File: config.mk
export PLATFORM = sky130hd
export DESIGN_NAME = nmea_sentence_validator
export DESIGN_NICKNAME = d
export VERILOG_FILES = /design/src/design/nsv_pkg.sv /design/src/design/nsv_front.sv /design/src/design/nsv_fifo.sv /design/src/design/nsv_back.sv /design/src/design/nmea_sentence_validator.sv
export SDC_FILE = /design/constraint.sdc
export NUM_CORES = 1
export LEC_CHECK = 0
export ABC_AREA = 1
export BUFFER_PORTS_ARGS = -buffer_cell sky130_fd_sc_hd__buf_2
export CORE_ASPECT_RATIO = 0.5
export CORE_UTILIZATION = 30
export CTS_CLUSTER_SIZE = 12
export DETAILED_ROUTE_END_ITERATION = 8
export GPL_ROUTABILITY_DRIVEN = 0
export MAX_ROUTING_LAYER = met4
export PLACE_DENSITY = 0.48
export REMOVE_ABC_BUFFERS = 1
export SLEW_MARGIN = 15
export SYNTH_ARGS = -nofsm -noshare
export SYNTH_HDL_FRONTEND = slang
export SYNTH_SLANG_ARGS = --single-unit
File: constraint.sdc
create_clock -name clk -period 2.5 [get_ports clk]
set_clock_uncertainty 0.05 [all_clocks]
set_input_delay 0.125 -clock clk [delete_from_list [all_inputs] [get_ports clk]]
set_output_delay 0.125 -clock clk [all_outputs]
set_load 0.05 [all_outputs]
File: src/design/nsv_pkg.sv
// nsv_pkg: shared types, character codes and helpers for the nmea sentence validator
// depends on: nothing
`timescale 1ns / 1ps
`default_nettype none

package nsv_pkg;

  // default counter width for the sentence length
  localparam int LENGTH_BITS_DEF = 8;

  // depth of the verdict queue between front and back
  localparam int QUEUE_DEPTH = 2;

  // shortest sentence that can pass
  localparam int MIN_LENGTH = 9;

  // configuration reset values
  localparam logic       CHECK_EN_RST = 1'b1;
  localparam logic [7:0] MAX_LEN_RST  = 8'd82;

  // configuration register indexes
  typedef enum logic {
    CFG_CHECK_EN = 1'b0,
    CFG_MAX_LEN  = 1'b1
  } cfg_index_t;

  // character codes
  localparam logic [7:0] CH_DOLLAR = 8'h24;
  localparam logic [7:0] CH_STAR   = 8'h2A;
  localparam logic [7:0] CH_COMMA  = 8'h2C;
  localparam logic [7:0] CH_CR     = 8'h0D;
  localparam logic [7:0] CH_LF     = 8'h0A;
  localparam logic [7:0] CH_NUL    = 8'h00;
  localparam logic [7:0] CH_UPPER_A = 8'h41;
  localparam logic [7:0] CH_UPPER_Z = 8'h5A;
  localparam logic [7:0] CH_UPPER_F = 8'h46;
  localparam logic [7:0] CH_LOWER_A = 8'h61;
  localparam logic [7:0] CH_LOWER_F = 8'h66;
  localparam logic [7:0] CH_DIGIT_0 = 8'h30;
  localparam logic [7:0] CH_DIGIT_9 = 8'h39;

  // verdict codes, in priority order
  typedef enum logic [2:0] {
    ERR_OK       = 3'd0,
    ERR_SHORT    = 3'd1,
    ERR_LONG     = 3'd2,
    ERR_NODOLLAR = 3'd3,
    ERR_BADEND   = 3'd4,
    ERR_BADTYPE  = 3'd5,
    ERR_NOCOMMA  = 3'd6,
    ERR_CHECKSUM = 3'd7
  } err_code_t;

  // facts gathered by the front for one sentence, length count travels beside it
  typedef struct packed {
    logic       overflow;
    logic       start_ok;
    logic       type_ok;
    logic       comma_ok;
    logic       crlf_ok;
    logic       star_seen;
    logic [7:0] expect_sum;
    logic [7:0] xor_sum;
  } verdict_t;

  // hex digit decode: {valid, value}
  function automatic logic [4:0] hex_decode(input logic [7:0] c);
    logic [7:0] d;
    d = 8'h00;
    if (c >= CH_DIGIT_0 && c <= CH_DIGIT_9) begin
      d = c - CH_DIGIT_0;
      return {1'b1, d[3:0]};
    end else if (c >= CH_UPPER_A && c <= CH_UPPER_F) begin
      d = c - CH_UPPER_A + 8'd10;
      return {1'b1, d[3:0]};
    end else if (c >= CH_LOWER_A && c <= CH_LOWER_F) begin
      d = c - CH_LOWER_A + 8'd10;
      return {1'b1, d[3:0]};
    end
    return 5'b0_0000;
  endfunction

endpackage

`default_nettype wire

File: src/design/nsv_front.sv
// nsv_front: takes sentence bytes, keeps per-sentence state, emits one verdict record
// depends on: nsv_pkg
`timescale 1ns / 1ps
`default_nettype none

module nsv_front #(
  parameter int LENGTH_BITS = nsv_pkg::LENGTH_BITS_DEF
) (
  input  wire logic                   clk,
  input  wire logic                   rst_n,
  input  wire logic                   in_valid,
  output logic                        in_ready,
  input  wire logic [7:0]             in_char_in,
  input  wire logic                   in_end_of_sentence,
  input  wire logic                   q_full,
  output logic                        q_push,
  output nsv_pkg::verdict_t           q_verdict,
  output logic [LENGTH_BITS-1:0]      q_count
);
  import nsv_pkg::*;

  localparam logic [LENGTH_BITS-1:0] COUNT_MAX = '1;

  logic [LENGTH_BITS-1:0] count_r, count_nxt;
  logic                   ovf_r, ovf_nxt;
  logic [7:0]             xor_r, xor_nxt;
  logic                   stop_r, stop_nxt;
  logic                   start_r, start_nxt;
  logic                   type_r, type_nxt;
  logic                   comma_r, comma_nxt;
  logic [7:0]             tail_r   [5];
  logic [7:0]             tail_nxt [5];
  logic                   accept;
  logic [4:0]             hi_dec, lo_dec;

  assign in_ready = !q_full;
  assign accept   = in_valid && in_ready;

  // per-byte state update
  always_comb begin
    start_nxt = start_r;
    type_nxt  = type_r;
    comma_nxt = comma_r;
    if (count_r == '0) begin
      start_nxt = (in_char_in == CH_DOLLAR);
    end else if (count_r <= LENGTH_BITS'(5)) begin
      if (in_char_in < CH_UPPER_A || in_char_in > CH_UPPER_Z) begin
        type_nxt = 1'b0;
      end
    end else if (count_r == LENGTH_BITS'(6)) begin
      comma_nxt = (in_char_in == CH_COMMA);
    end

    // running xor from byte 1 up to the first star, cr or nul
    xor_nxt  = xor_r;
    stop_nxt = stop_r;
    if (count_r != '0 && !stop_r) begin
      if (in_char_in == CH_STAR || in_char_in == CH_CR || in_char_in == CH_NUL) begin
        stop_nxt = 1'b1;
      end else begin
        xor_nxt = xor_r ^ in_char_in;
      end
    end

    // saturating length count
    ovf_nxt   = ovf_r | (count_r == COUNT_MAX);
    count_nxt = (count_r == COUNT_MAX) ? count_r : count_r + 1'b1;

    // last five bytes
    tail_nxt[0] = in_char_in;
    for (int i = 1; i < 5; i++) begin
      tail_nxt[i] = tail_r[i-1];
    end
  end

  // classify the tail of the sentence
  assign hi_dec = hex_decode(tail_nxt[3]);
  assign lo_dec = hex_decode(tail_nxt[2]);

  always_comb begin
    q_verdict.overflow  = ovf_nxt;
    q_verdict.start_ok  = start_nxt;
    q_verdict.type_ok   = type_nxt;
    q_verdict.comma_ok  = comma_nxt;
    q_verdict.crlf_ok   = (tail_nxt[1] == CH_CR) && (tail_nxt[0] == CH_LF);
    q_verdict.star_seen = (tail_nxt[4] == CH_STAR);
    q_verdict.xor_sum   = xor_nxt;
    if (!hi_dec[4]) begin
      q_verdict.expect_sum = 8'h00;
    end else if (!lo_dec[4]) begin
      q_verdict.expect_sum = {4'h0, hi_dec[3:0]};
    end else begin
      q_verdict.expect_sum = {hi_dec[3:0], lo_dec[3:0]};
    end
  end

  assign q_count = count_nxt;
  assign q_push  = accept && in_end_of_sentence;

  // sentence state, cleared after each final byte
  always_ff @(posedge clk) begin
    if (!rst_n || (accept && in_end_of_sentence)) begin
      count_r <= '0;
      ovf_r   <= 1'b0;
      xor_r   <= 8'h00;
      stop_r  <= 1'b0;
      start_r <= 1'b0;
      type_r  <= 1'b1;
      comma_r <= 1'b0;
      for (int i = 0; i < 5; i++) begin
        tail_r[i] <= 8'h00;
      end
    end else if (accept) begin
      count_r <= count_nxt;
      ovf_r   <= ovf_nxt;
      xor_r   <= xor_nxt;
      stop_r  <= stop_nxt;
      start_r <= start_nxt;
      type_r  <= type_nxt;
      comma_r <= comma_nxt;
      for (int i = 0; i < 5; i++) begin
        tail_r[i] <= tail_nxt[i];
      end
    end
  end

endmodule

`default_nettype wire

File: src/design/nsv_fifo.sv
// nsv_fifo: short register queue carrying verdict records from front to back
// depends on: nsv_pkg
`timescale 1ns / 1ps
`default_nettype none

module nsv_fifo #(
  parameter int DATA_W = 8,
  parameter int DEPTH  = nsv_pkg::QUEUE_DEPTH
) (
  input  wire logic              clk,
  input  wire logic              rst_n,
  input  wire logic              push,
  input  wire logic [DATA_W-1:0] push_data,
  output logic                   full,
  input  wire logic              pop,
  output logic                   not_empty,
  output logic [DATA_W-1:0]      pop_data
);
  import nsv_pkg::*;

  localparam int PTR_W = (DEPTH > 1) ? $clog2(DEPTH) : 1;
  localparam int CNT_W = $clog2(DEPTH + 1);

  logic [DATA_W-1:0] mem_r [DEPTH];
  logic [PTR_W-1:0]  wr_ptr_r, rd_ptr_r;
  logic [CNT_W-1:0]  cnt_r;
  logic              do_push, do_pop;

  assign full      = (cnt_r == CNT_W'(DEPTH));
  assign not_empty = (cnt_r != '0);
  assign do_push   = push && !full;
  assign do_pop    = pop && not_empty;
  assign pop_data  = mem_r[rd_ptr_r];

  // pointers and fill level
  always_ff @(posedge clk) begin
    if (!rst_n) begin
      wr_ptr_r <= '0;
      rd_ptr_r <= '0;
      cnt_r    <= '0;
    end else begin
      if (do_push) begin
        wr_ptr_r <= (wr_ptr_r == PTR_W'(DEPTH - 1)) ? '0 : wr_ptr_r + 1'b1;
      end
      if (do_pop) begin
        rd_ptr_r <= (rd_ptr_r == PTR_W'(DEPTH - 1)) ? '0 : rd_ptr_r + 1'b1;
      end
      if (do_push && !do_pop) begin
        cnt_r <= cnt_r + 1'b1;
      end else if (do_pop && !do_push) begin
        cnt_r <= cnt_r - 1'b1;
      end
    end
  end

  // storage
  always_ff @(posedge clk) begin
    if (do_push) begin
      mem_r[wr_ptr_r] <= push_data;
    end
  end

endmodule

`default_nettype wire

File: src/design/nsv_back.sv
// nsv_back: turns a verdict record into an error code and holds the result register
// depends on: nsv_pkg
`timescale 1ns / 1ps
`default_nettype none

module nsv_back #(
  parameter int LENGTH_BITS = nsv_pkg::LENGTH_BITS_DEF
) (
  input  wire logic                   clk,
  input  wire logic                   rst_n,
  input  wire logic                   q_valid,
  input  wire nsv_pkg::verdict_t      q_verdict,
  input  wire logic [LENGTH_BITS-1:0] q_count,
  output logic                        q_pop,
  input  wire logic                   check_en,
  input  wire logic [7:0]             max_len,
  output logic                        out_valid,
  input  wire logic                   out_ready,
  output logic                        out_sentence_ok,
  output logic [2:0]                  out_error_code,
  output logic [7:0]                  out_sentence_length,
  output logic [7:0]                  out_computed_checksum
);
  import nsv_pkg::*;

  localparam int CMP_W = (LENGTH_BITS > 8) ? LENGTH_BITS : 8;

  logic [CMP_W-1:0] cnt_ext;
  err_code_t        code;
  logic [7:0]       len_sat;
  logic             out_valid_r;
  logic             ok_r;
  logic [2:0]       code_r;
  logic [7:0]       len_r;
  logic [7:0]       sum_r;

  assign cnt_ext = CMP_W'(q_count);
  assign len_sat = (cnt_ext > CMP_W'(255)) ? 8'hFF : cnt_ext[7:0];

  // checks in priority order
  always_comb begin
    code = ERR_OK;
    if (!q_verdict.overflow && cnt_ext < CMP_W'(MIN_LENGTH)) begin
      code = ERR_SHORT;
    end else if (q_verdict.overflow || cnt_ext > CMP_W'(max_len)) begin
      code = ERR_LONG;
    end else if (!q_verdict.start_ok) begin
      code = ERR_NODOLLAR;
    end else if (!q_verdict.crlf_ok) begin
      code = ERR_BADEND;
    end else if (!q_verdict.type_ok) begin
      code = ERR_BADTYPE;
    end else if (!q_verdict.comma_ok) begin
      code = ERR_NOCOMMA;
    end else if (check_en && q_verdict.star_seen &&
                 q_verdict.expect_sum != q_verdict.xor_sum) begin
      code = ERR_CHECKSUM;
    end
  end

  // load the result register when it is empty or being taken
  assign q_pop = q_valid && (!out_valid_r || out_ready);

  always_ff @(posedge clk) begin
    if (!rst_n) begin
      out_valid_r <= 1'b0;
    end else if (q_pop) begin
      out_valid_r <= 1'b1;
    end else if (out_ready) begin
      out_valid_r <= 1'b0;
    end
  end

  always_ff @(posedge clk) begin
    if (q_pop) begin
      ok_r   <= (code == ERR_OK);
      code_r <= code;
      len_r  <= len_sat;
      sum_r  <= q_verdict.xor_sum;
    end
  end

  assign out_valid             = out_valid_r;
  assign out_sentence_ok       = ok_r;
  assign out_error_code        = code_r;
  assign out_sentence_length   = len_r;
  assign out_computed_checksum = sum_r;

endmodule

`default_nettype wire

File: src/design/nmea_sentence_validator.sv
// nmea_sentence_validator: top level, configuration registers and front/queue/back wiring
// depends on: nsv_pkg, nsv_front, nsv_fifo, nsv_back
//
//   channel | direction | handshake            | payload
//   --------+-----------+----------------------+--------------------------------------
//   in      | input     | in_valid / in_ready  | in_char_in, in_end_of_sentence
//   out     | output    | out_valid/out_ready  | out_sentence_ok, out_error_code,
//           |           |                      | out_sentence_length, out_computed_checksum
//   cfg     | input     | cfg_valid/cfg_ready  | cfg_index, cfg_data
//
// one byte is taken per cycle while in_ready is high; the front's byte update is a
// count, compare and xor; a verdict reaches out via the record queue and result register
// in_ready drops only when the two-entry verdict queue is full behind a stalled output
// cfg_ready is always high; reset is synchronous, active low, and needs no clearing pass
`timescale 1ns / 1ps
`default_nettype none

module nmea_sentence_validator #(
  parameter int LENGTH_BITS = nsv_pkg::LENGTH_BITS_DEF
) (
  input  wire logic                 clk,
  input  wire logic                 rst_n,
  input  wire logic                 in_valid,
  output logic                      in_ready,
  input  wire logic [7:0]           in_char_in,
  input  wire logic                 in_end_of_sentence,
  output logic                      out_valid,
  input  wire logic                 out_ready,
  output logic                      out_sentence_ok,
  output logic [2:0]                out_error_code,
  output logic [7:0]                out_sentence_length,
  output logic [7:0]                out_computed_checksum,
  input  wire logic                 cfg_valid,
  output logic                      cfg_ready,
  input  wire nsv_pkg::cfg_index_t  cfg_index,
  input  wire logic [7:0]           cfg_data
);
  import nsv_pkg::*;

  localparam int REC_W = $bits(verdict_t) + LENGTH_BITS;

  logic                   check_en_r;
  logic [7:0]             max_len_r;
  logic                   q_full, q_push, q_pop, q_valid;
  verdict_t               f_verdict, b_verdict;
  logic [LENGTH_BITS-1:0] f_count, b_count;
  logic [REC_W-1:0]       q_rd_data;

  // configuration registers
  assign cfg_ready = 1'b1;

  always_ff @(posedge clk) begin
    if (!rst_n) begin
      check_en_r <= CHECK_EN_RST;
      max_len_r  <= MAX_LEN_RST;
    end else if (cfg_valid) begin
      unique case (cfg_index)
        CFG_CHECK_EN: check_en_r <= cfg_data[0];
        CFG_MAX_LEN:  max_len_r  <= cfg_data;
      endcase
    end
  end

  // byte intake and classification
  nsv_front #(
    .LENGTH_BITS(LENGTH_BITS)
  ) u_front (
    .clk               (clk),
    .rst_n             (rst_n),
    .in_valid          (in_valid),
    .in_ready          (in_ready),
    .in_char_in        (in_char_in),
    .in_end_of_sentence(in_end_of_sentence),
    .q_full            (q_full),
    .q_push            (q_push),
    .q_verdict         (f_verdict),
    .q_count           (f_count)
  );

  // verdict record queue
  nsv_fifo #(
    .DATA_W(REC_W),
    .DEPTH (QUEUE_DEPTH)
  ) u_fifo (
    .clk      (clk),
    .rst_n    (rst_n),
    .push     (q_push),
    .push_data({f_count, f_verdict}),
    .full     (q_full),
    .pop      (q_pop),
    .not_empty(q_valid),
    .pop_data (q_rd_data)
  );

  assign b_count   = q_rd_data[REC_W-1 -: LENGTH_BITS];
  assign b_verdict = verdict_t'(q_rd_data[$bits(verdict_t)-1:0]);

  // verdict and result register
  nsv_back #(
    .LENGTH_BITS(LENGTH_BITS)
  ) u_back (
    .clk                  (clk),
    .rst_n                (rst_n),
    .q_valid              (q_valid),
    .q_verdict            (b_verdict),
    .q_count              (b_count),
    .q_pop                (q_pop),
    .check_en             (check_en_r),
    .max_len              (max_len_r),
    .out_valid            (out_valid),
    .out_ready            (out_ready),
    .out_sentence_ok      (out_sentence_ok),
    .out_error_code       (out_error_code),
    .out_sentence_length  (out_sentence_length),
    .out_computed_checksum(out_computed_checksum)
  );

endmodule

`default_nettype wire

Yosys cells after proc, flatten, opt, wreduce, memory -nomap -nowiden
Memories as Yosys holds them, arrays and structs flattened. A register that Yosys moved wholly into a read port is not among the register bits.
Index checks and enable logic that the tools add are counted.
{"block": "op_classes", "muxes": 53, "add_sub_neg": 15, "n_eq_ne": 11, "reduce_logical": 41, "magnitude_cmp": 18, "bitwise": 8}
{"op": "$mux W8", "n": 10}
{"op": "$mux W5", "n": 8}
{"op": "$eq A8 B6 Y1 const B", "n": 4}
{"op": "$ge A8 B7 Y1 const B", "n": 4}
{"op": "$le A8 B7 Y1 const B", "n": 4}
{"op": "$mux W1", "n": 26}
{"op": "$eq A8 B4 Y1 const B", "n": 3}
{"op": "$sub A4 B1 Y4 const B", "n": 6}
{"op": "$mux W3", "n": 7}
{"op": "$logic_and A1 B1 Y1", "n": 18}
{"op": "$add A4 B4 Y4 const B", "n": 4}
{"op": "$ge A8 B6 Y1 const B", "n": 2}
{"op": "$le A8 B6 Y1 const B", "n": 2}
{"op": "$logic_not A8 Y1", "n": 2}
{"op": "$add A8 B1 Y8 const B", "n": 1}
{"op": "$eq A8 B3 Y1 const B", "n": 1}
{"op": "$eq A8 B8 Y1 const B", "n": 1}
{"op": "$gt A8 B7 Y1 const B", "n": 1}
{"op": "$gt A8 B8 Y1", "n": 1}
{"op": "$gt A8 B8 Y1 const B", "n": 1}
{"op": "$le A8 B3 Y1 const B", "n": 1}
{"op": "$lt A8 B4 Y1 const B", "n": 1}
{"op": "$lt A8 B7 Y1 const B", "n": 1}
{"op": "$ne A8 B8 Y1", "n": 1}
{"op": "15 further kinds", "n": 36}
{"block": "totals", "input_bits": 23, "memories": 2, "ff_bits": 55, "output_inout_bits": 23, "mem_bits_rw": 100}
{"memory": "u_fifo.mem_r", "words": 2, "width": 30, "read_ports": 1, "rd_ports_with_merged_regs": 1, "write_ports": 1, "line": "nsv_fifo.sv:24", "text": "logic [DATA_W-1:0] mem_r [DEPTH];"}
{"memory": "u_front.tail_r", "words": 5, "width": 8, "read_ports": 4, "rd_ports_with_merged_regs": 0, "write_ports": 5, "line": "nsv_front.sv:31", "text": "logic [7:0] tail_r [5];"}

Longest topological paths before layout
{"block": "logic_depth", "ltp_word": 10, "mapped_depth": 17, "mapped_depth_nobuf": 16}

Cells and area by module
A second synthesis with hierarchy kept.
{"block": "hier_totals", "cells_unflattened": 712, "hier_area_um2": 7158.1}
{"mod": "nsv_front", "seq_area_each_um2": 1381.3, "cells_per_inst": 404, "instances": 1, "area_each_um2": 3081.7}
{"mod": "nsv_fifo", "seq_area_each_um2": 1901.8, "cells_per_inst": 130, "instances": 1, "area_each_um2": 2533.7}
{"mod": "nsv_back", "seq_area_each_um2": 620.6, "cells_per_inst": 125, "instances": 1, "area_each_um2": 1163.6}
{"mod": "nmea_sentence_validator", "seq_area_each_um2": 180.2, "cells_per_inst": 53, "instances": 1, "area_each_um2": 379.1}

Worst setup path before layout
Ideal clock, no wire load.
{"block": "synth_timing", "kind": "flip-flop to flip-flop", "from": "register u_fifo.cnt_r[0]", "to": "memory u_fifo.mem_r[0][0] in the netlist's numbering, enable pin", "path_slack_ns": -0.337, "t_arrival_ns": 2.370, "n_path_buf": 0, "stages_incl_launch_ff": 7, "period_less_slack_ns": 2.837, "path_cell_list": "dfxtp_1 -> inv_1 -> nand2_1 -> nand2_1 -> inv_1 -> nand2_1 -> nor2_1"}
{"block": "synth_between", "elab_chain_cells": 7}
{"element": "start, declared", "line": "nsv_fifo.sv:26", "text": "logic [CNT_W-1:0] cnt_r;"}
{"element": "start signal, assigned", "line": "nsv_fifo.sv:49", "text": "cnt_r <= cnt_r + 1'b1;"}
{"element": "start signal, assigned", "line": "nsv_fifo.sv:51", "text": "cnt_r <= cnt_r - 1'b1;"}
{"element": "$eq A2 B2 Y1 (*)", "line": "nsv_fifo.sv:29", "text": "assign full = (cnt_r == CNT_W'(DEPTH));"}
{"element": "$logic_not A1 Y1 (*)", "line": "nsv_front.sv:36", "text": "assign in_ready = !q_full;"}
{"element": "via in_ready", "line": "nmea_sentence_validator.sv:24", "text": "output logic in_ready,"}
{"element": "$logic_and A1 B1 Y1", "line": "nsv_front.sv:37", "text": "assign accept = in_valid && in_ready;"}
{"element": "$logic_and A1 B1 Y1", "line": "nsv_front.sv:98", "text": "assign q_push = accept && in_end_of_sentence;"}
{"element": "$logic_and A1 B1 Y1 (*)", "line": "nsv_fifo.sv:31", "text": "assign do_push = push && !full;"}
{"element": "$mux W1 (*)", "line": "nsv_fifo.sv:58", "text": "if (do_push) begin"}
{"element": "$mux W1 (implied by the code) (*)", "line": "nsv_fifo.sv:59", "text": "mem_r[wr_ptr_r] <= push_data;"}
{"element": "end, declared", "line": "nsv_fifo.sv:24"}
Mark *: on every way through the listed nets, which the timed path passes. The rest lies on a longest branch.

==> flow_summary_export.csv <==
group,metric,value,unit
clock_tree,cts_buffers,17,
sta,max_freq,445,MHz
sta,rsz0062_at_grt,"false",
global_routing,grt_usage,14.0,%
sta,tightest_slew,0.918,ns
cells_and_area,syn_to_final_growth,18.9,%
sta,relSlewSlack,38.0,%
die,chipHeight,109,um
drt,wire_per_inst,13.0,um
worst_setup_path,path_buf_inv,2,
power_and_ir_drop,power_density,998,mW/mm^2
synth,async_reset_ff_share,0,%
clock_tree,cts-root-buf,"clkbuf_16",
global_routing,grt.overflow.total,0,
min_path,hold_path_depth,2,
global_routing,antenna_found_initial,0,
worst_setup_path,path_max_fanout,8,
sta,post-route-min-period,2.25,ns
worst_setup_path,cp.arrival,2.38,ns
synth,ys_warn_count,0,
die,die_w,216,um
min_path,hold_class,"in -> reg",
clock_tree,path_clk_slew,0.06,ns
worst_setup_path,worst-setup-path-type,"reg -> reg",
drt,vias,4870,
cells_and_area,nets,849,
worst_setup_path,slowest_delay,0.36,ns
sta,finalSetupViolCount,0,
worst_setup_path,cp-end-kind,"flip-flop",
clock_tree,clock_sinks,148,
synth,ys_seq_area_share,59.4,%
cells_and_area,stdcell_area,0.00818,mm^2
clock_tree,clock_latency,0.42,ns
drt,drt-initial-drc-count,370,
clock_tree,ctsResizeCount,0,
synth,yosys-top-cells-area,"edfxtp_1 (49%), dfxtp_1 (10%), nand2_1 (9.7%)",
cells_and_area,drive_above_1_share,11.5,%
worst_setup_path,path_delay_family,"simple AND/OR/NAND/NOR gates",
placement,placed_area,0.00747,mm^2
worst_setup_path,path_depth,15,
cells_and_area,final_util,37.1,%
clock_tree,h-tree-depth,4,
die,rows,38,
die,dieArea,0.0236,mm^2
synth,synth_edf_count,112,
global_routing,grt_max_degree,46,
drt,firstDrtPassIters,4,
synth,syn_inst,734,
global_routing,grt_pass1_vias,4804,
sta,hold_viol,0,
synth,avgSynthCellArea,9.37,um^2
sta,period_share,89.8,%
cells_and_area,layout_commonest_cell,"nand2_1",
synth,ys_ff_latch,148,
job,maxCapViolCount,0,
drt,drcViolationCount,0,
sta,drv_slew,0,
cells_and_area,most-common-layout-cells,"nand2_1 (177), inv_1 (129), edfxtp_1 (112)",
worst_setup_path,cp.required,2.63,ns
global_routing,grt_pass1_wl,24.5,mm
worst_setup_path,crit_chain,"inv_2, or2_0, o21ai_1, inv_1, ha_1, a21oi_1, nor2_1, nor2_1, nand3_1, nand2_1, nand2_1, nor2_1, nand2_1, nand2_1, nor2_1",
cells_and_area,n_antenna_cell,0,
power_and_ir_drop,irDropWorstVdd,501,uV
cells_and_area,nFillCells,2233,
run_status,status,"finished, final reports clean",
power_and_ir_drop,cellLeakagePower,3.50,nW
synth,synthFlopType,"edfxtp_1",
placement,dp_hpwl,10.2,mm
placement,portBuffers,44,
drt,drtAntennaViolNets,0,
sta,holdWs,0.0126,ns
worst_setup_path,r2r_cells,15,
clock_tree,clock_path_buffers,2,
drt,via_per_inst,4.36,
synth,yosysTopAreaCell,"edfxtp_1",
die,ioPinCount,46,
worst_setup_path,startpoint_type,"flip-flop",
synth,synth.distinct_cells,38,
clock_tree,cts_tree,"built",
power_and_ir_drop,power,0.00816,W
worst_setup_path,crit_slowest_cell,"dfxtp_1",
drt,wl,14.6,mm
die,start_util,31.2,%
die,core_area,0.0221,mm^2
synth,synth_area,0.00688,mm^2
synth,synth_top_area_share,48.9,%
==> sequential cells by signal, indices dropped and copies added, names as in the netlist, 2 cells and up, named ones only <==
name	cells
u_fifo.mem_r	60
u_front.tail_r	32
max_len_r	8
u_back.out_computed_checksum	8
u_back.out_sentence_length	8
u_front.count_r	8
u_front.xor_r	8
u_back.out_error_code	3
u_fifo.cnt_r	2
==> cell type report <==
class	count	area, um^2	area share [%]
Clock buffer	23	512	6.26
Clock inverter	9	67.6	0.826
Inverter	133	499	6.10
Multi-Input combinational cell	437	2210	27.0
Sequential cell	148	4080	49.9
Tap cell	300	375	4.59
Timing Repair Buffer	68	433	5.29
==> cell families after synthesis <==
logic type / share of synthesized area [%]
fa+ha+maj: 3.82
simple gates: 17.9
mux: 0.291
xor+xnor: 2.29
flops: 59.4
compound gates: 7.66
buf+inv: 8.62
other cells: 0.0545
==> cell usage after synthesis, drive strengths merged, types with 2 or more instances <==
library cell / number
nor2: 74
nand2: 177
a21oi: 20
nand3: 15
clkbuf: 3
buf: 13
o211ai: 4
mux2i: 2
ha: 21
edfxtp: 112
o22ai: 4
clkinv: 2
nor3: 8
o21ai: 57
a211oi: 4
xor2: 17
dfxtp: 36
nor4: 5
o21a: 2
or2: 8
nand4: 12
inv: 131
==> power by group <==
| part | switching [W] | internal, W |
|---|---|---|
| Sequential | 0.000136 | 0.00315 |
| Combinational | 0.00177 | 0.000629 |
| Clock | 0.00102 | 0.00145 |
==> per-layer routing <==
metal | global-route usage [%] | wire length (um)
met1 | 17.4 | 7120
met2 | 22.0 | 6610
met3 | 3.63 | 700
met4 | 5.23 | 141
met5 | - | 0
==> through the flow <==
step | std cells | setup slack (ns) | setup TNS (ns)
4_1_cts | 1118 | 0.220 | 0
5_1_grt | 1118 | 0.00397 | 0
2_1_floorplan | 718 | -0.650 | -23.97
6_report | 1118 | 0.254 | 0
3_5_place_dp | 1073 | 0.254 | 0
3_3_place_gp | 1073 | 0.336 | 0
==> worst paths after layout <==
check	start	end	slack (ns)
worst max register to register	flip-flop	u_back.out_sentence_ok	0.25
worst min-delay path	rst_n	max_len_r[6]	0.01
worst max-delay path	flip-flop	u_back.out_sentence_ok	0.25
worst min register to register	u_fifo.rd_ptr_r	u_fifo.rd_ptr_r	0.40
==> what timing repair did <==
item | 4_1_cts | 5_1_grt
endpoints found under the hold margin | 10 | 0
buffers inserted | 0 | 0
hold buffers | 13 | 0
No activity file was read; power rests on OpenSTA's default activity.
